$ cat config.mk
export PLATFORM = sky130hd
export DESIGN_NAME = alignment_cigar_run_encoder_flat
export DESIGN_NICKNAME = d
export VERILOG_FILES = /design/src/design/acre_pkg.sv /design/src/design/acre_if.sv /design/src/design/acre_front.sv /design/src/design/acre_queue.sv /design/src/design/acre_back.sv /design/src/design/alignment_cigar_run_encoder.sv /design/src/flat_wrapper.sv
export SDC_FILE = /design/constraint.sdc
export NUM_CORES = 1
export LEC_CHECK = 0
export ABC_AREA = 1
export BUFFER_PORTS_ARGS = -buffer_cell sky130_fd_sc_hd__buf_2
export CORE_MARGIN = 2
export CORE_UTILIZATION = 55
export CTS_CLUSTER_SIZE = 25
export DETAILED_ROUTE_END_ITERATION = 12
export PLACE_DENSITY = 0.73
export SETUP_SLACK_MARGIN = 0.15
export SLEW_MARGIN = 20
export SYNTH_ARGS = -nofsm -noshare
export SYNTH_HDL_FRONTEND = slang
export SYNTH_SLANG_ARGS = --single-unit
$ cat constraint.sdc
create_clock -name clk -period 14.5 [get_ports clk]
set_input_delay 0.725 -clock clk [delete_from_list [all_inputs] [get_ports clk]]
set_output_delay 0.725 -clock clk [all_outputs]
set_load 0.02 [all_outputs]
$ cat src/design/acre_pkg.sv
// Shared types and constants for the alignment CIGAR run encoder.
// No dependencies; used by every design file but the assertion header.
package acre_pkg;

    localparam int MAX_COLUMNS_DEF = 65536;

    // Configuration port
    localparam int CFG_INDEX_W = 2;
    localparam int CFG_DATA_W  = 31;
    localparam int OFFSET_W    = 31;

    localparam logic [CFG_INDEX_W-1:0] CFG_START_IMMEDIATELY = 2'd0;
    localparam logic [CFG_INDEX_W-1:0] CFG_FINISH_AT_END     = 2'd1;
    localparam logic [CFG_INDEX_W-1:0] CFG_REFERENCE_OFFSET  = 2'd2;

    // Result field widths
    localparam int OP_W     = 2;
    localparam int LEN_W    = 17;
    localparam int QSTART_W = 18;
    localparam int QEND_W   = 17;
    localparam int RSTART_W = 33;
    localparam int REND_W   = 32;

    // Queue between front and back
    localparam int QUEUE_DEPTH = 4;
    localparam int QPTR_W      = 2;

    // Column class; NONE marks columns before the alignment has begun
    typedef enum logic [2:0] {
        KIND_MATCH = 3'd0,
        KIND_INS   = 3'd1,
        KIND_DEL   = 3'd2,
        KIND_CLIP  = 3'd3,
        KIND_NONE  = 3'd4
    } kind_t;

    typedef enum logic [OP_W-1:0] {
        OP_MATCH = 2'd0,
        OP_INS   = 2'd1,
        OP_DEL   = 2'd2,
        OP_CLIP  = 2'd3
    } op_t;

    typedef struct packed {
        logic                start_immediately;
        logic                finish_at_end;
        logic [OFFSET_W-1:0] reference_offset;
    } acre_cfg_t;

    // One queued work record: an optional finished run and an optional close
    typedef struct packed {
        logic                       run_valid;
        op_t                        run_op;
        logic [LEN_W-1:0]           run_len;
        logic                       is_last;
        logic                       fin_present;
        op_t                        fin_op;
        logic [LEN_W-1:0]           fin_len;
        logic signed [QSTART_W-1:0] q_start;
        logic [QEND_W-1:0]          q_end;
        logic signed [RSTART_W-1:0] r_first;
        logic [REND_W-1:0]          r_end;
    } acre_entry_t;

    function automatic op_t kind_to_op(kind_t k);
        op_t o;
        unique case (k)
            KIND_MATCH: o = OP_MATCH;
            KIND_INS:   o = OP_INS;
            KIND_DEL:   o = OP_DEL;
            KIND_CLIP:  o = OP_CLIP;
            default:    o = OP_MATCH;
        endcase
        return o;
    endfunction

endpackage

$ cat src/design/acre_if.sv
// Stream interfaces for the CIGAR run encoder: columns in, results out.
// Depends on acre_pkg for field widths.
interface acre_column_if;
    logic valid;
    logic ready;
    logic query_is_gap;
    logic ref_is_gap;
    logic last_column;

    modport source (output valid, output query_is_gap, output ref_is_gap,
                    output last_column, input ready);
    modport sink   (input valid, input query_is_gap, input ref_is_gap,
                    input last_column, output ready);
endinterface

interface acre_result_if;
    logic                                valid;
    logic                                ready;
    logic [acre_pkg::OP_W-1:0]           op;
    logic [acre_pkg::LEN_W-1:0]          run_length;
    logic                                run_present;
    logic                                summary_valid;
    logic signed [acre_pkg::QSTART_W-1:0] query_start;
    logic [acre_pkg::QEND_W-1:0]         query_end;
    logic signed [acre_pkg::RSTART_W-1:0] ref_start;
    logic [acre_pkg::REND_W-1:0]         ref_end;

    modport source (output valid, output op, output run_length, output run_present,
                    output summary_valid, output query_start, output query_end,
                    output ref_start, output ref_end, input ready);
    modport sink   (input valid, input op, input run_length, input run_present,
                    input summary_valid, input query_start, input query_end,
                    input ref_start, input ref_end, output ready);
endinterface

$ cat src/design/acre_front.sv
// Front part: accepts columns, classifies them, tracks runs and positions.
// Depends on acre_pkg and acre_column_if; feeds work records to acre_queue.
module acre_front #(
    parameter int MAX_COLUMNS = acre_pkg::MAX_COLUMNS_DEF
) (
    input  logic                  clk,
    input  logic                  rst_n,
    acre_column_if.sink           columns,
    input  acre_pkg::acre_cfg_t   cfg,
    input  logic                  queue_full,
    output logic                  push_valid,
    output acre_pkg::acre_entry_t push_data
);
    import acre_pkg::*;

    localparam int CW = $clog2(MAX_COLUMNS + 1);
    localparam logic [CW-1:0] CNT_MAX = CW'(MAX_COLUMNS);

    function automatic logic [CW-1:0] sat_inc(logic [CW-1:0] x);
        return (x < CNT_MAX) ? CW'(x + 1'b1) : x;
    endfunction

    logic               started_reg, started_next;
    logic               qseen_reg, qseen_next;
    logic               rseen_reg, rseen_next;
    kind_t              kind_reg, kind_next;
    logic [CW-1:0]      rcount_reg, rcount_next;
    logic [CW-1:0]      qbases_reg, qbases_next;
    logic [CW-1:0]      rbases_reg, rbases_next;
    logic signed [CW:0] qfirst_reg, qfirst_next;
    logic signed [CW:0] rfirst_reg, rfirst_next;
    logic               first_col_reg, first_col_next;

    logic               accept;
    logic               qg, rg, last;
    logic               started0, qseen0, rseen0, start_now, started1;
    logic signed [CW:0] qfirst0, rfirst0, qfirst1, rfirst1;
    logic [CW-1:0]      qbases0, rbases0, qbases1, rbases1, rcount0, rcount1;
    kind_t              kind, kind0, fin_kind;
    logic               same, emit;
    logic [CW-1:0]      qend, rend;

    assign qg = columns.query_is_gap;
    assign rg = columns.ref_is_gap;
    assign last = columns.last_column;

    assign columns.ready = !queue_full;
    assign accept = columns.valid && !queue_full;

    // Per-alignment state, reloaded on the first column
    always_comb
    begin
        if (first_col_reg)
        begin
            started0 = cfg.start_immediately;
            qseen0   = cfg.start_immediately;
            rseen0   = cfg.start_immediately;
            qfirst0  = cfg.start_immediately ? '0 : '1;
            rfirst0  = cfg.start_immediately ? '0 : '1;
            qbases0  = '0;
            rbases0  = '0;
            rcount0  = '0;
        end
        else
        begin
            started0 = started_reg;
            qseen0   = qseen_reg;
            rseen0   = rseen_reg;
            qfirst0  = qfirst_reg;
            rfirst0  = rfirst_reg;
            qbases0  = qbases_reg;
            rbases0  = rbases_reg;
            rcount0  = rcount_reg;
        end
    end

    // Alignment start detection and column class
    always_comb
    begin
        qseen_next = qseen0 || !qg;
        rseen_next = rseen0 || !rg;
        start_now  = qseen_next && rseen_next && !started0;
        started1   = started0 || start_now;
        qfirst1    = start_now ? $signed({1'b0, qbases0}) : qfirst0;
        rfirst1    = start_now ? $signed({1'b0, rbases0}) : rfirst0;

        if (qg)
            kind = started1 ? KIND_DEL : KIND_NONE;
        else if (rg)
            kind = started1 ? KIND_INS : KIND_CLIP;
        else
            kind = KIND_MATCH;

        kind0   = first_col_reg ? kind : kind_reg;
        same    = (kind == kind0);
        rcount1 = same ? sat_inc(rcount0) : CW'(1);
        emit    = !same && (kind0 != KIND_NONE);
        qbases1 = qg ? qbases0 : sat_inc(qbases0);
        rbases1 = rg ? rbases0 : sat_inc(rbases0);
    end

    // If not finish_at_end: trailing insertion becomes clip, deletion vanishes
    always_comb
    begin
        fin_kind = kind;
        qend     = qbases1;
        rend     = rbases1;
        if (kind == KIND_INS && !cfg.finish_at_end)
        begin
            fin_kind = KIND_CLIP;
            qend     = (rcount1 <= qbases1) ? CW'(qbases1 - rcount1) : '0;
        end
        else if (kind == KIND_DEL && !cfg.finish_at_end)
        begin
            fin_kind = KIND_NONE;
            rend     = (rcount1 <= rbases1) ? CW'(rbases1 - rcount1) : '0;
        end
    end

    // Work record
    always_comb
    begin
        push_valid            = accept && (emit || last);
        push_data.run_valid   = emit;
        push_data.run_op      = kind_to_op(kind0);
        push_data.run_len     = LEN_W'(rcount0);
        push_data.is_last     = last;
        push_data.fin_present = (fin_kind != KIND_NONE);
        push_data.fin_op      = (fin_kind != KIND_NONE) ? kind_to_op(fin_kind) : OP_MATCH;
        push_data.fin_len     = (fin_kind != KIND_NONE) ? LEN_W'(rcount1) : '0;
        push_data.q_start     = QSTART_W'(qfirst1);
        push_data.q_end       = QEND_W'(qend);
        push_data.r_first     = RSTART_W'(rfirst1);
        push_data.r_end       = REND_W'(rend);
    end

    // Next state: hold, advance, or clear after the closing column
    always_comb
    begin
        started_next   = started_reg;
        kind_next      = kind_reg;
        rcount_next    = rcount_reg;
        qbases_next    = qbases_reg;
        rbases_next    = rbases_reg;
        qfirst_next    = qfirst_reg;
        rfirst_next    = rfirst_reg;
        first_col_next = first_col_reg;
        if (accept)
        begin
            if (last)
            begin
                started_next   = 1'b0;
                kind_next      = KIND_MATCH;
                rcount_next    = '0;
                qbases_next    = '0;
                rbases_next    = '0;
                qfirst_next    = '1;
                rfirst_next    = '1;
                first_col_next = 1'b1;
            end
            else
            begin
                started_next   = started1;
                kind_next      = kind;
                rcount_next    = rcount1;
                qbases_next    = qbases1;
                rbases_next    = rbases1;
                qfirst_next    = qfirst1;
                rfirst_next    = rfirst1;
                first_col_next = 1'b0;
            end
        end
    end

    always_ff @(posedge clk or negedge rst_n)
    begin
        if (!rst_n)
        begin
            started_reg   <= 1'b0;
            qseen_reg     <= 1'b0;
            rseen_reg     <= 1'b0;
            kind_reg      <= KIND_MATCH;
            rcount_reg    <= '0;
            qbases_reg    <= '0;
            rbases_reg    <= '0;
            qfirst_reg    <= '1;
            rfirst_reg    <= '1;
            first_col_reg <= 1'b1;
        end
        else
        begin
            started_reg   <= started_next;
            kind_reg      <= kind_next;
            rcount_reg    <= rcount_next;
            qbases_reg    <= qbases_next;
            rbases_reg    <= rbases_next;
            qfirst_reg    <= qfirst_next;
            rfirst_reg    <= rfirst_next;
            first_col_reg <= first_col_next;
            if (accept)
            begin
                qseen_reg <= last ? 1'b0 : qseen_next;
                rseen_reg <= last ? 1'b0 : rseen_next;
            end
        end
    end

endmodule

$ cat src/design/acre_queue.sv
// Short FIFO of work records between the front and back parts.
// Depends on acre_pkg for the record type and depth.
module acre_queue (
    input  logic                  clk,
    input  logic                  rst_n,
    input  logic                  push,
    input  acre_pkg::acre_entry_t push_data,
    input  logic                  pop,
    output acre_pkg::acre_entry_t pop_data,
    output logic                  full,
    output logic                  empty
);
    import acre_pkg::*;

    acre_entry_t       slots [QUEUE_DEPTH];
    logic [QPTR_W-1:0] wr_ptr_reg, rd_ptr_reg;
    logic [QPTR_W:0]   count_reg, count_next;

    assign full     = (count_reg == (QPTR_W + 1)'(QUEUE_DEPTH));
    assign empty    = (count_reg == '0);
    assign pop_data = slots[rd_ptr_reg];

    always_comb
    begin
        count_next = count_reg;
        if (push && !pop)
            count_next = count_reg + 1'b1;
        else if (pop && !push)
            count_next = count_reg - 1'b1;
    end

    // Storage
    always_ff @(posedge clk)
    begin
        if (push)
            slots[wr_ptr_reg] <= push_data;
    end

    // Pointers and fill count
    always_ff @(posedge clk or negedge rst_n)
    begin
        if (!rst_n)
        begin
            wr_ptr_reg <= '0;
            rd_ptr_reg <= '0;
            count_reg  <= '0;
        end
        else
        begin
            if (push)
                wr_ptr_reg <= wr_ptr_reg + 1'b1;
            if (pop)
                rd_ptr_reg <= rd_ptr_reg + 1'b1;
            count_reg <= count_next;
        end
    end

endmodule

$ cat src/design/acre_back.sv
// Back part: turns work records into result transfers through an output register.
// Depends on acre_pkg and acre_result_if; drains acre_queue.
module acre_back (
    input  logic                              clk,
    input  logic                              rst_n,
    input  acre_pkg::acre_entry_t             pop_data,
    input  logic                              queue_empty,
    input  logic [acre_pkg::OFFSET_W-1:0]     reference_offset,
    output logic                              pop,
    acre_result_if.source                     results
);
    import acre_pkg::*;

    logic                       valid_reg, valid_next;
    logic                       phase_reg, phase_next;
    op_t                        op_reg;
    logic [LEN_W-1:0]           len_reg;
    logic                       present_reg;
    logic                       summary_reg;
    logic signed [QSTART_W-1:0] qstart_reg;
    logic [QEND_W-1:0]          qend_reg;
    logic signed [RSTART_W-1:0] rstart_reg;
    logic [REND_W-1:0]          rend_reg;

    logic load, show_run;

    // A record carrying a run and a close takes two transfers
    assign load     = !queue_empty && (!valid_reg || results.ready);
    assign show_run = pop_data.run_valid && !phase_reg;
    assign pop      = load && !(show_run && pop_data.is_last);

    always_comb
    begin
        phase_next = load ? (show_run && pop_data.is_last) : phase_reg;
        if (load)
            valid_next = 1'b1;
        else if (results.ready)
            valid_next = 1'b0;
        else
            valid_next = valid_reg;
    end

    always_ff @(posedge clk or negedge rst_n)
    begin
        if (!rst_n)
        begin
            valid_reg <= 1'b0;
            phase_reg <= 1'b0;
        end
        else
        begin
            valid_reg <= valid_next;
            phase_reg <= phase_next;
        end
    end

    // Result payload
    always_ff @(posedge clk)
    begin
        if (load)
        begin
            if (show_run)
            begin
                op_reg      <= pop_data.run_op;
                len_reg     <= pop_data.run_len;
                present_reg <= 1'b1;
                summary_reg <= 1'b0;
                qstart_reg  <= '0;
                qend_reg    <= '0;
                rstart_reg  <= '0;
                rend_reg    <= '0;
            end
            else
            begin
                op_reg      <= pop_data.fin_op;
                len_reg     <= pop_data.fin_len;
                present_reg <= pop_data.fin_present;
                summary_reg <= 1'b1;
                qstart_reg  <= pop_data.q_start;
                qend_reg    <= pop_data.q_end;
                rstart_reg  <= pop_data.r_first
                               + $signed(RSTART_W'(reference_offset));
                rend_reg    <= pop_data.r_end + REND_W'(reference_offset);
            end
        end
    end

    assign results.valid         = valid_reg;
    assign results.op            = op_reg;
    assign results.run_length    = len_reg;
    assign results.run_present   = present_reg;
    assign results.summary_valid = summary_reg;
    assign results.query_start   = qstart_reg;
    assign results.query_end     = qend_reg;
    assign results.ref_start     = rstart_reg;
    assign results.ref_end       = rend_reg;

endmodule

$ cat src/design/alignment_cigar_run_encoder.sv
// Top level of the alignment CIGAR run encoder: config registers, front, queue, back.
// Depends on acre_pkg, acre_if, acre_front, acre_queue and acre_back.
//
// Usage:
//   columns: one alignment column per transfer (query gap, reference gap, last flag).
//   results: run ops (op, run_length) and, on the last column, a closing result
//            with query start/end and offset reference start/end.
//   cfg_write/cfg_index/cfg_data: register writes, to be made by the user only while
//   idle; the block itself does not enforce this.
// A column's record passes through the queue, then the output register; the second
//   result of a closing column is loaded once the first is taken.
// Throughput: one column per cycle while the queue is not full. A column yields zero,
//   one or two results; a last column that also closes a run needs two transfers from
//   the single output register, and the four-entry queue absorbs that.
// Reset: registers clear, the next column starts a new alignment, no results pending.
// Receiver stall: the output register holds its result; the queue fills and
//   columns.ready drops only once all four entries are occupied.
module alignment_cigar_run_encoder #(
    parameter int MAX_COLUMNS = acre_pkg::MAX_COLUMNS_DEF
) (
    input  logic                                clk,
    input  logic                                rst_n,
    input  logic                                cfg_write,
    input  logic [acre_pkg::CFG_INDEX_W-1:0]    cfg_index,
    input  logic [acre_pkg::CFG_DATA_W-1:0]     cfg_data,
    acre_column_if.sink                         columns,
    acre_result_if.source                       results
);
    import acre_pkg::*;

    acre_cfg_t   cfg_reg;
    acre_entry_t push_data, pop_data;
    logic        push_valid, pop, queue_full, queue_empty;

    // Configuration registers
    always_ff @(posedge clk or negedge rst_n)
    begin
        if (!rst_n)
        begin
            cfg_reg <= '0;
        end
        else if (cfg_write)
        begin
            unique case (cfg_index)
                CFG_START_IMMEDIATELY: cfg_reg.start_immediately <= cfg_data[0];
                CFG_FINISH_AT_END:     cfg_reg.finish_at_end     <= cfg_data[0];
                CFG_REFERENCE_OFFSET:  cfg_reg.reference_offset  <= cfg_data;
                default:               cfg_reg                   <= cfg_reg;
            endcase
        end
    end

    acre_front #(
        .MAX_COLUMNS (MAX_COLUMNS)
    ) u_front (
        .clk        (clk),
        .rst_n      (rst_n),
        .columns    (columns),
        .cfg        (cfg_reg),
        .queue_full (queue_full),
        .push_valid (push_valid),
        .push_data  (push_data)
    );

    acre_queue u_queue (
        .clk       (clk),
        .rst_n     (rst_n),
        .push      (push_valid),
        .push_data (push_data),
        .pop       (pop),
        .pop_data  (pop_data),
        .full      (queue_full),
        .empty     (queue_empty)
    );

    acre_back u_back (
        .clk              (clk),
        .rst_n            (rst_n),
        .pop_data         (pop_data),
        .queue_empty      (queue_empty),
        .reference_offset (cfg_reg.reference_offset),
        .pop              (pop),
        .results          (results)
    );

endmodule

$ cat src/flat_wrapper.sv
// flat-port wrapper written by rule: the top's interface ports become plain ports
module alignment_cigar_run_encoder_flat import acre_pkg::*;
#(
    parameter int MAX_COLUMNS = acre_pkg::MAX_COLUMNS_DEF
)
  (clk, rst_n, cfg_write, cfg_index, cfg_data, columns_valid, columns_query_is_gap, columns_ref_is_gap, columns_last_column, columns_ready, results_valid, results_op, results_run_length, results_run_present, results_summary_valid, results_query_start, results_query_end, results_ref_start, results_ref_end, results_ready);
  acre_column_if columns_i ();
  acre_result_if results_i ();
  input  logic clk;
  input  logic rst_n;
  input  logic cfg_write;
  input  logic [acre_pkg::CFG_INDEX_W-1:0] cfg_index;
  input  logic [acre_pkg::CFG_DATA_W-1:0] cfg_data;
  input wire logic [$bits(columns_i.valid)-1:0] columns_valid;
  input wire logic [$bits(columns_i.query_is_gap)-1:0] columns_query_is_gap;
  input wire logic [$bits(columns_i.ref_is_gap)-1:0] columns_ref_is_gap;
  input wire logic [$bits(columns_i.last_column)-1:0] columns_last_column;
  output wire logic [$bits(columns_i.ready)-1:0] columns_ready;
  output wire logic [$bits(results_i.valid)-1:0] results_valid;
  output wire logic [$bits(results_i.op)-1:0] results_op;
  output wire logic [$bits(results_i.run_length)-1:0] results_run_length;
  output wire logic [$bits(results_i.run_present)-1:0] results_run_present;
  output wire logic [$bits(results_i.summary_valid)-1:0] results_summary_valid;
  output wire logic [$bits(results_i.query_start)-1:0] results_query_start;
  output wire logic [$bits(results_i.query_end)-1:0] results_query_end;
  output wire logic [$bits(results_i.ref_start)-1:0] results_ref_start;
  output wire logic [$bits(results_i.ref_end)-1:0] results_ref_end;
  input wire logic [$bits(results_i.ready)-1:0] results_ready;
  assign columns_i.valid = columns_valid;
  assign columns_i.query_is_gap = columns_query_is_gap;
  assign columns_i.ref_is_gap = columns_ref_is_gap;
  assign columns_i.last_column = columns_last_column;
  assign columns_ready = columns_i.ready;
  assign results_valid = results_i.valid;
  assign results_op = results_i.op;
  assign results_run_length = results_i.run_length;
  assign results_run_present = results_i.run_present;
  assign results_summary_valid = results_i.summary_valid;
  assign results_query_start = results_i.query_start;
  assign results_query_end = results_i.query_end;
  assign results_ref_start = results_i.ref_start;
  assign results_ref_end = results_i.ref_end;
  assign results_i.ready = results_ready;
  alignment_cigar_run_encoder #(.MAX_COLUMNS(MAX_COLUMNS)) u_core (.clk(clk), .rst_n(rst_n), .cfg_write(cfg_write), .cfg_index(cfg_index), .cfg_data(cfg_data), .columns(columns_i), .results(results_i));
endmodule
Word level (Yosys, flattened, before mapping)
Memory sizes are Yosys's and may differ from the RTL's.
Index checks and enable logic that the tools add are counted.
Widths: inputs -> output; s select.
{"block": "totals", "ff_bits": 257, "mem_bits_rw": 504, "word_cells": 146, "memories": 1}
{"memory": "u_core.u_queue.slots", "words": 4, "word_bits": 126, "read_ports": 1, "rd_ports_with_merged_regs": 0, "wr": 1, "line_no": "acre_queue.sv:15", "rtl": "acre_entry_t slots [QUEUE_DEPTH];"}
{"block": "op_classes", "n_addsub": 11, "order_cmp": 5, "eq_ne": 14, "mux": 52, "reduce_logical": 37}
{"op": "$mux 17", "n": 19}
{"op": "$mux 18", "n": 7}
{"op": "$add 17x1->17 const B", "n": 3}
{"op": "$lt 17x17->1 const B", "n": 3}
{"op": "$le 17x17->1", "n": 2}
{"op": "$sub 17x17->17", "n": 2}
{"op": "$add 33x32->33", "n": 1}
{"op": "$add 32x31->32", "n": 1}
{"op": "$mux 3", "n": 8}
{"op": "$eq 3x2->1 const B", "n": 5}
{"op": "$logic_and 1x1->1", "n": 13}
{"op": "$logic_not 1->1", "n": 12}
{"op": "$mux 1", "n": 12}
{"op": "$pmux 2 s3", "n": 2}
{"op": "$eq 3x1->1 const B", "n": 3}
{"op": "$mux 2", "n": 4}
{"op": "$ne 3x3->1 const B", "n": 2}
{"op": "$reduce_and 2->1", "n": 3}
{"op": "$logic_or 1x1->1", "n": 5}
{"op": "$add 2x1->2 const B", "n": 2}
{"op": "$reduce_bool 2->1", "n": 2}
{"op": "$add 3x1->3 const B", "n": 1}
{"op": "$eq 3x3->1", "n": 1}
{"op": "$eq 3x3->1 const B", "n": 1}
{"op": "other kinds (5)", "n": 5}

Depth between registers and ports, before layout
Gate-level depths: netlist of run 1.
{"block": "logic_depth", "ltp_word": 18, "mapped_depth": 25, "mapped_depth_nobuf": 23}

Cells and area by module
From an unflattened synthesis of run 1, not the netlist that was laid out.
{"block": "unflattened", "hier_cells": 4592, "area_unflattened_um2": 42637.1}
{"mod": "acre_queue", "instances": 1, "cells_per_inst": 1693, "area_each_um2": 22970.8}
{"mod": "acre_back", "instances": 1, "cells_per_inst": 1374, "area_each_um2": 9424.0}
{"mod": "acre_front", "instances": 1, "cells_per_inst": 1373, "area_each_um2": 8824.7}
{"mod": "alignment_cigar_run_encoder", "instances": 1, "cells_per_inst": 152, "area_each_um2": 1417.6}

Worst setup path after synthesis of run 1
No wires, ideal clock.
{"block": "synth_path", "kind": "input to register", "from": "input port columns_query_is_gap", "to": "memory u_core.u_queue.slots[0][0] in the netlist's numbering, enable pin", "setup_time_ns": 0.750, "arrival_ns": 9.558, "t_required_ns": 13.750, "setup_slack_ns": 4.193, "stages": 8, "path_buffers": 0, "path_cell_list": "inv_2 nand2_2 a21oi_1 xor2_1 a21oi_2 nand2_2 nand3_2 a21boi_0"}
{"block": "synth_between", "elab_chain_len": 16, "elab_cells_between_ends": 18, "cone_classes": "eq/ne (2); mux (7); reduce/logical (9)"}
{"item": "start: declaration", "line_no": "flat_wrapper.sv:15", "rtl": "input wire logic [$bits(columns_i.query_is_gap)-1:0] columns_query_is_gap;"}
{"item": "$logic_not 1->1", "line_no": "acre_front.sv:80", "rtl": "qseen_next = qseen0 || !qg;"}
{"item": "$logic_or 1x1->1", "line_no": "acre_front.sv:80"}
{"item": "$logic_and 1x1->1 (2 in a row)", "line_no": "acre_front.sv:82", "rtl": "start_now = qseen_next && rseen_next && !started0;"}
{"item": "$logic_or 1x1->1", "line_no": "acre_front.sv:83", "rtl": "started1 = started0 || start_now;"}
{"item": "$mux 2", "line_no": "acre_front.sv:90", "rtl": "kind = started1 ? KIND_INS : KIND_CLIP;"}
{"item": "$mux 2", "line_no": "acre_front.sv:89", "rtl": "else if (rg)"}
{"item": "$mux 3 (*)", "line_no": "acre_front.sv:87", "rtl": "if (qg)"}
{"item": "$mux 3", "line_no": "acre_front.sv:94", "rtl": "kind0 = first_col_reg ? kind : kind_reg;"}
{"item": "$eq 3x3->1", "line_no": "acre_front.sv:95", "rtl": "same = (kind == kind0);"}
{"item": "$logic_not 1->1", "line_no": "acre_front.sv:97", "rtl": "emit = !same && (kind0 != KIND_NONE);"}
{"item": "$logic_and 1x1->1 (*)", "line_no": "acre_front.sv:97"}
{"item": "$logic_or 1x1->1 (*)", "line_no": "acre_front.sv:123", "rtl": "push_valid = accept && (emit || last);"}
{"item": "$logic_and 1x1->1 (*)", "line_no": "acre_front.sv:123"}
{"item": "$mux 1 (*)", "line_no": "acre_queue.sv:35", "rtl": "if (push)"}
{"item": "$mux 1 (not written as such) (*)", "line_no": "acre_queue.sv:36", "rtl": "slots[wr_ptr_reg] <= push_data;"}
{"item": "end: declaration", "line_no": "acre_queue.sv:15"}
Every way passes the cells marked *; elsewhere a longest branch is shown, timed or not.

==> results of run 1 <==
[logic make-up (layout without fill, tap and decap cells)]
logic type | Yosys count | after routing
AO/OA/AOI/OAI | 768 | 768
XOR/XNOR | 52 | 52
adder cells (fa/ha/maj) | 96 | 96
buffers and inverters | 467 | 659
flip-flops | 701 | 701
multiplexers | 25 | 25
AND/OR/NAND/NOR | 1325 | 1325
[power breakdown]
group          switching, W  leakage (nW)  internal [W]
logic               0.00273          7.27       0.00109
clock network      0.000788          1.18       0.00112
registers          0.000227          7.03       0.00310
total               0.00374          15.5       0.00532
[per-stage QoR]
step | power (W) | util [%]
floorplan | 0.00609 | -
global route | 0.00964 | 61.8
global placement | 0.00708 | 57.8
detailed placement | 0.00714 | 57.8
CTS | 0.00906 | 61.8
finish | 0.00906 | 61.8
[final cells by class]
| type | count | area share [%] |
|---|---|---|
| clock buffer | 108 | 5.54 |
| clock inverter | 29 | 0.933 |
| inverter | 328 | 3.27 |
| multi-input combinational | 2266 | 31.1 |
| sequential | 701 | 53.8 |
| tap | 790 | 2.60 |
| timing repair buffer | 194 | 2.78 |
[path summary, 6_finish.rpt]
path / start / endpoint / slack, ns / depth (start not counted)
max in group asynchronous: rst_n / u_core.u_queue.rd_ptr_reg[0] / 12.80 / 2
min in group clk: cfg_data[23] / u_core.cfg_reg[23] / 0.33 / 2
min reg2reg: u_core.u_front.qbases_reg[15] / u_core.u_front.qbases_reg[15] / 0.48 / 2
max reg2reg: u_core.u_front.first_col_reg / u_core.u_queue.slots[2][4] / 8.76 / 19
max: u_core.u_front.first_col_reg / u_core.u_queue.slots[2][4] / 8.76 / 19
min: rst_n / u_core.cfg_reg[27] / 0.09 / 1
[synth_stat cells, types with 4 or more instances]
cell and instances:
o21a_1 4, inv_1 315, ha_1 91, mux2_2 25
o21ai_0 323, a21oi_1 156, nand3_1 106, nor2_1 559
xnor2_1 11, nand2_1 529, a21boi_0 8, buf_2 20
o211ai_1 9, nor2_2 14, buf_1 11, inv_2 9
o21bai_1 16, o21ai_1 23, or2_1 5, dfstp_2 37
nand2_2 9, a21o_1 11, dfrtp_1 99, xor2_1 40
or2_2 5, nor3_1 29, clkbuf_1 104, edfxtp_1 565
nand4_1 43, nand3b_1 10, a31oi_1 60, fa_1 5
o22ai_1 146
[routing by layer]
| metal | track usage [%] | routed length, µm | vias up |
|---|---|---|---|
| li1 | - | - | 12200 |
| met1 | 39.4 | 37900 | 12300 |
| met2 | 43.0 | 40500 | 1049 |
| met3 | 3.50 | 6720 | 122 |
| met4 | 7.62 | 1850 | 0 |
| met5 | 0 | 0 | - |
[worst reg2reg max path, cell delays in order, from the launching register on]
cell and delay (ns):
dfstp_2 0.52, buf_4 0.52, nand2_2 0.62, o21ai_2 0.36, nand2_2 0.12, nand2_1 0.10
nand3_1 0.12, nand2_2 0.12, nand2_2 0.12, inv_2 0.19, nand2_1 0.22, ha_1 0.44
a21oi_1 0.27, o21ai_0 0.14, nand2_1 0.07, nand2_1 0.05, nand2_1 0.05, nand4_1 0.71
o211ai_1 0.32, o21ai_0 0.29
==> results.cfg, run 1 <==
[run_status]
status = finished, final reports clean

[synthesis]
async_flop_share_pct = 19.4
synth_area_leaders = edfxtp_1 50%, dfrtp_1 7.3%, nor2_1 6.2%
synth_ff_type = edfxtp_1
synth-xor-area-share_pct = 1.36
synthSimpleGateAreaFrac_pct = 16.1
synth_edf_count = 565
mappedNetlistArea_mm2 = 0.0339
synth_warnings = 0
synth_top_family_by_area = simple AND/OR/NAND/NOR gates
synthMuxAreaShare_pct = 0.830
synth_area_per_cell_um2 = 9.88
synthAdderAreaFrac_pct = 3.65
synth_seq_cells = 701
synthCells = 3434
synth_compound_area_share_pct = 12.6
synth_cell_type_count = 54
yosysTopAreaCell = edfxtp_1
synth_nets = 3571
yosysSeqAreaShare_pct = 60.2
synth_top_area_share_pct = 50.0

[clock_network]
clock-sinks = 701
insertion_delay_ns = 0.62
path_clk_slew_ns = 0.06
cts_tree = yes
post_cts_buffers = 0
clockBufferDepth = 3
cts_buffers = 74
holdBufCountCts = 0
htreeDepth = 3
cts_root_buf = clkbuf_16
cts_resized = 0

[sta]
final_hold_viol_count = 0
rsz0062_at_grt = no
post-route-period-util_pct = 39.6
max_slew_margin_pct = 29.0
fmax_mhz = 174
tns_ns = 0
whs_ns = 0.0942
drv_slew = 0
setup_viol = 0
final.min_clock_period_ns = 5.74
tightestPinTransition_ns = 1.07
finalWorstSetupSlack_ns = 8.76
clock_skew_ns = 0.0232

[critical_path]
crit_top_cell = nand2_1
cp_top_family = simple AND/OR/NAND/NOR gates
crit_type = register to register
cpPeakStageDelay_ns = 0.71
crit_path_start_kind = register
arrival_ns = 5.98
worstSetupEndpointType = register
required_ns = 14.75
timing.critical_path.buf_inv = 2
crit_chain = buf_4 -> nand2_2 -> o21ai_2 -> nand2_2 -> nand2_1 -> nand3_1 -> nand2_2 -> nand2_2 -> inv_2 -> nand2_1 -> ha_1 -> a21oi_1 -> o21ai_0 -> nand2_1 -> nand2_1 -> nand2_1 -> nand4_1 -> o211ai_1 -> o21ai_0
critPathMaxFanout = 46
crit_path_top_delay_cell = nand4_1

[finish]
largest_reg_flops = 444
drive_above_1_share_pct = 11.7
nFillCells = 4942
regArea_mm2 = 0.0204
final_cells = 4416
final_common_cell = edfxtp_1
fin_nets = 3702
design_area_mm2 = 0.0380
multi_input_area_mm2 = 0.0118
area_growth_syn_to_layout_pct = 11.8
final_cell_mix = 565 x edfxtp_1, 559 x nor2_1, 529 x nand2_1
diodes = 0

[die]
placementRows = 91
die_area_mm2 = 0.0637
pin_count = 164
core_area_mm2 = 0.0614
start_util_pct = 55.3
die_h_um = 252
die_w_um = 252

[detailed_routing]
drtIter0Drc = 2860
first_pass_iters = 8
num_vias = 25700
ant_nets = 0
vias_per_cell = 5.82
drc = 0
wire_per_inst_um = 19.7
wirelength_mm = 87.0

[placed_design]
gp_congestion = 0.986
place_area_mm2 = 0.0355
dp_slack_ns = 8.88
hpwlAfterDp_mm = 57.3
port_buffers = 163
dp_cells = 4279

[global_routing]
grt_pass1_vias = 24000
globalRouteTotalUtil_pct = 27.1
grt_first_pass_wirelength_mm = 135
grt_start_max_net_pins = 88
antenna_found_initial = 0
gr-total-overflow = 0

[power_and_ir_drop]
cellPowerDensity_mw_per_mm2 = 239
peakVddDrop_mv = 0.222
p_leak_nw = 15.5

[flow_run]
drv_cap = 0

[hold_path]
hp-class = input pin to async pin
Note: power is estimated with default switching activity, not from simulation.
==> run 2: changes to the inputs <==
--- a/config.mk
+++ b/config.mk
@@ -5,7 +5,7 @@
 export SDC_FILE = /design/constraint.sdc
 export NUM_CORES = 1
 export LEC_CHECK = 0
-export ABC_AREA = 1
+export ABC_AREA = 0
 export BUFFER_PORTS_ARGS = -buffer_cell sky130_fd_sc_hd__buf_2
 export CORE_MARGIN = 2
 export CORE_UTILIZATION = 55
==> constraint.sdc (replaced) <==
create_clock -name clk -period 5.8 [get_ports clk]
set_input_delay 0.29 -clock clk [delete_from_list [all_inputs] [get_ports clk]]
set_output_delay 0.29 -clock clk [all_outputs]
set_load 0.02 [all_outputs]
==> results.cfg, run 2 <==
[critical_path]
crit_path_start_kind = register
r2r_cells = 18
crit_path_top_delay_cell = dfstp_2
startpoint = u_core.u_front.first_col_reg
reg2reg_to = u_core.u_queue.slots[3][16]
crit_type = register to register
r2r_slack_ns = 0.68
critPathMaxFanout = 20
cpPeakStageDelay_ns = 0.80
crit_chain = mux2i_1 -> a22oi_4 -> o21ai_0 -> a41o_1 -> a21oi_1 -> nor2_1 -> buf_4 -> o21ai_0 -> ha_1 -> fa_1 -> nor2b_1 -> o21ai_0 -> a21boi_0 -> o31a_1 -> o211ai_1 -> a2111oi_0 -> a311oi_1 -> o21ai_1
arrival_ns = 5.53
worstSetupEndpointType = register
crit_top_cell = o21ai_0
rr_startpoint = u_core.u_front.first_col_reg
required_ns = 6.21

[placed_design]
hpwlAfterDp_mm = 48.9
port_buffers = 163
gp_congestion = 0.936
place_area_mm2 = 0.0340

[power_and_ir_drop]
cellPowerDensity_mw_per_mm2 = 564
peakVddDrop_mv = 0.357
p_leak_nw = 13.7

[global_routing]
met1_usage_pct = 33.9
antenna_found_initial = 0
grt_use_met2_pct = 41.6
grt_pass1_vias = 20400
busiest_layer = met2
grt_start_max_net_pins = 96
gr-total-overflow = 0
met3_usage_pct = 4.07
globalRouteTotalUtil_pct = 25.0
grt_first_pass_wirelength_mm = 116

[synthesis]
synthCells = 2196
synth_seq_cells = 701
synth_area_per_cell_um2 = 14.7
synth.most_common_cell = edfxtp_1
yosysSeqAreaShare_pct = 63.2
synth_warnings = 0
synth_edf_count = 565
synth_area_leaders = edfxtp_1 53%, dfrtp_1 7.7%, mux4_2 7.7%
yosysTopAreaCell = edfxtp_1
synth_nets = 2333
synth_top_area_share_pct = 52.5
synth_ff_type = edfxtp_1
mappedNetlistArea_mm2 = 0.0323
async_flop_share_pct = 19.4
synth_common_cells = 565 x edfxtp_1, 125 x nand2_1, 113 x nor2_1
synth_cell_type_count = 80

[clock_network]
path_clk_slew_ns = 0.06
insertion_delay_ns = 0.63
htreeDepth = 3
cts_buffers = 73
cts_tree = yes
clockBufferDepth = 3
post_cts_buffers = 0
clock-sinks = 701
cts_root_buf = clkbuf_16

[detailed_routing]
num_vias = 19900
vias_per_cell = 6.17
first_pass_iters = 5
wirelength_mm = 74.7
ant_nets = 0
drc = 0
wire_per_inst_um = 23.2
drtIter0Drc = 1715

[finish]
drive_above_1_share_pct = 22.1
regArea_mm2 = 0.0204
diodes = 0
multi_input_area_mm2 = 0.0113
nFillCells = 4164
area_growth_syn_to_layout_pct = 13.6
fin_nets = 2539
final_common_cell = edfxtp_1
design_area_mm2 = 0.0367
final_cell_mix = 565 x edfxtp_1, 162 x buf_2, 124 x nand2_1
largest_reg_flops = 444

[sta]
final.min_clock_period_ns = 5.12
tightestPinTransition_ns = 1.07
whs_ns = 0.0824
final_hold_viol_count = 0
drv_slew = 0
fmax_mhz = 195
post-route-period-util_pct = 88.4
setup_viol = 0
max_slew_margin_pct = 29.0
rsz0062_at_grt = no
tns_ns = 0
clock_skew_ns = 0.0269

[die]
die_area_mm2 = 0.0607
die_w_um = 246
start_util_pct = 55.8
pin_count = 164
die_h_um = 246
core_area_mm2 = 0.0579
placementRows = 88

[run_status]
status = finished, final reports clean

[hold_path]
min_from = cfg_write
whs_endpoint = u_core.cfg_reg[31]
hp-class = input pin to register
hold-path-cell-count = 3

[flow_run]
drv_cap = 0
run 2: cell count changes after synthesis, moves of 53 or more:
cell and delta:
nand2_1 -404, inv_1 -262, a22o_1 +53, o21ai_0 -224, nand3_1 -77, nor2_1 -446
o22ai_1 -136, a31oi_1 -53, mux4_2 +110, a21oi_1 -73
run 2: critical path, delay by kind of cell, from the launching register on:
kind / cells / cell delay (ns)
buffers and inverters: 1 / 0.15
muxes: 1 / 0.39
AOI/OAI and AO/OA: 12 / 2.62
and+or+nand+nor: 2 / 0.23
adders and majority gates: 2 / 0.72
DFF: 1 / 0.80
run 2: timing repair:
| item | in CTS | in global routing |
|---|---|---|
| hold endpoints to repair | 73 | 0 |
| endpoints found under the setup margin | 0 | 4 |
| hold buffers | 33 | 0 |
| gates resized for setup | 0 | 1 |
run 2: layout make-up:
cell class	instances	area share (%)
clock buffers	100	5.54
clock inverters	34	0.832
inverters	54	0.553
multi-input cells	1344	30.9
flip-flops and latches	701	55.7
well taps	765	2.61
repair buffers	228	3.93
run 2: worst max-delay path by stage:
stage	end	slack (ns)
2_1_floorplan	u_core.u_queue.slots[0][0]	0.74
3_3_place_gp	u_core.u_queue.slots[0][16]	0.90
3_5_place_dp	u_core.u_queue.slots[1][16]	0.73
4_1_cts	u_core.u_queue.slots[3][16]	0.66
5_1_grt	u_core.u_queue.slots[3][16]	0.28
6_report	u_core.u_queue.slots[3][16]	0.68
run 2: kinds of logic (layout without fill, tap and decap cells):
family	Yosys count	count (layout)	share of synthesized area [%]
DFF	701	701	63.2
and+or+nand+nor	497	497	7.72
AOI/OAI and AO/OA	452	452	9.97
muxes	203	203	10.8
buffers and inverters	151	416	1.90
adders and majority gates	96	96	3.83
xor gates and xnor gates	96	96	2.60
run 2: routing by layer:
layer  part of all wire, %  wire (µm)  up-vias
met1                    43      31800    10100
met5                     0          0        -
met4                   2.8       2130        0
met3                   5.9       4400      140
met2                    49      36400      700
li1                      -          -     8929
run 2: where the power goes:
part           switching [W]  internal (W)
registers           0.000624       0.00749
clock network        0.00190       0.00269
logic                0.00482       0.00317
total                0.00734        0.0133
run 2: through the flow:
stage	setup WS, ns	util [%]	total power, W	instances
2_1_floorplan	0.740	-	0.0139	2196
3_3_place_gp	0.900	58.7	0.0159	3059
3_5_place_dp	0.734	58.7	0.0162	3059
4_1_cts	0.660	63.3	0.0208	3226
5_1_grt	0.283	63.3	0.0218	3226
6_report	0.675	63.3	0.0207	3226
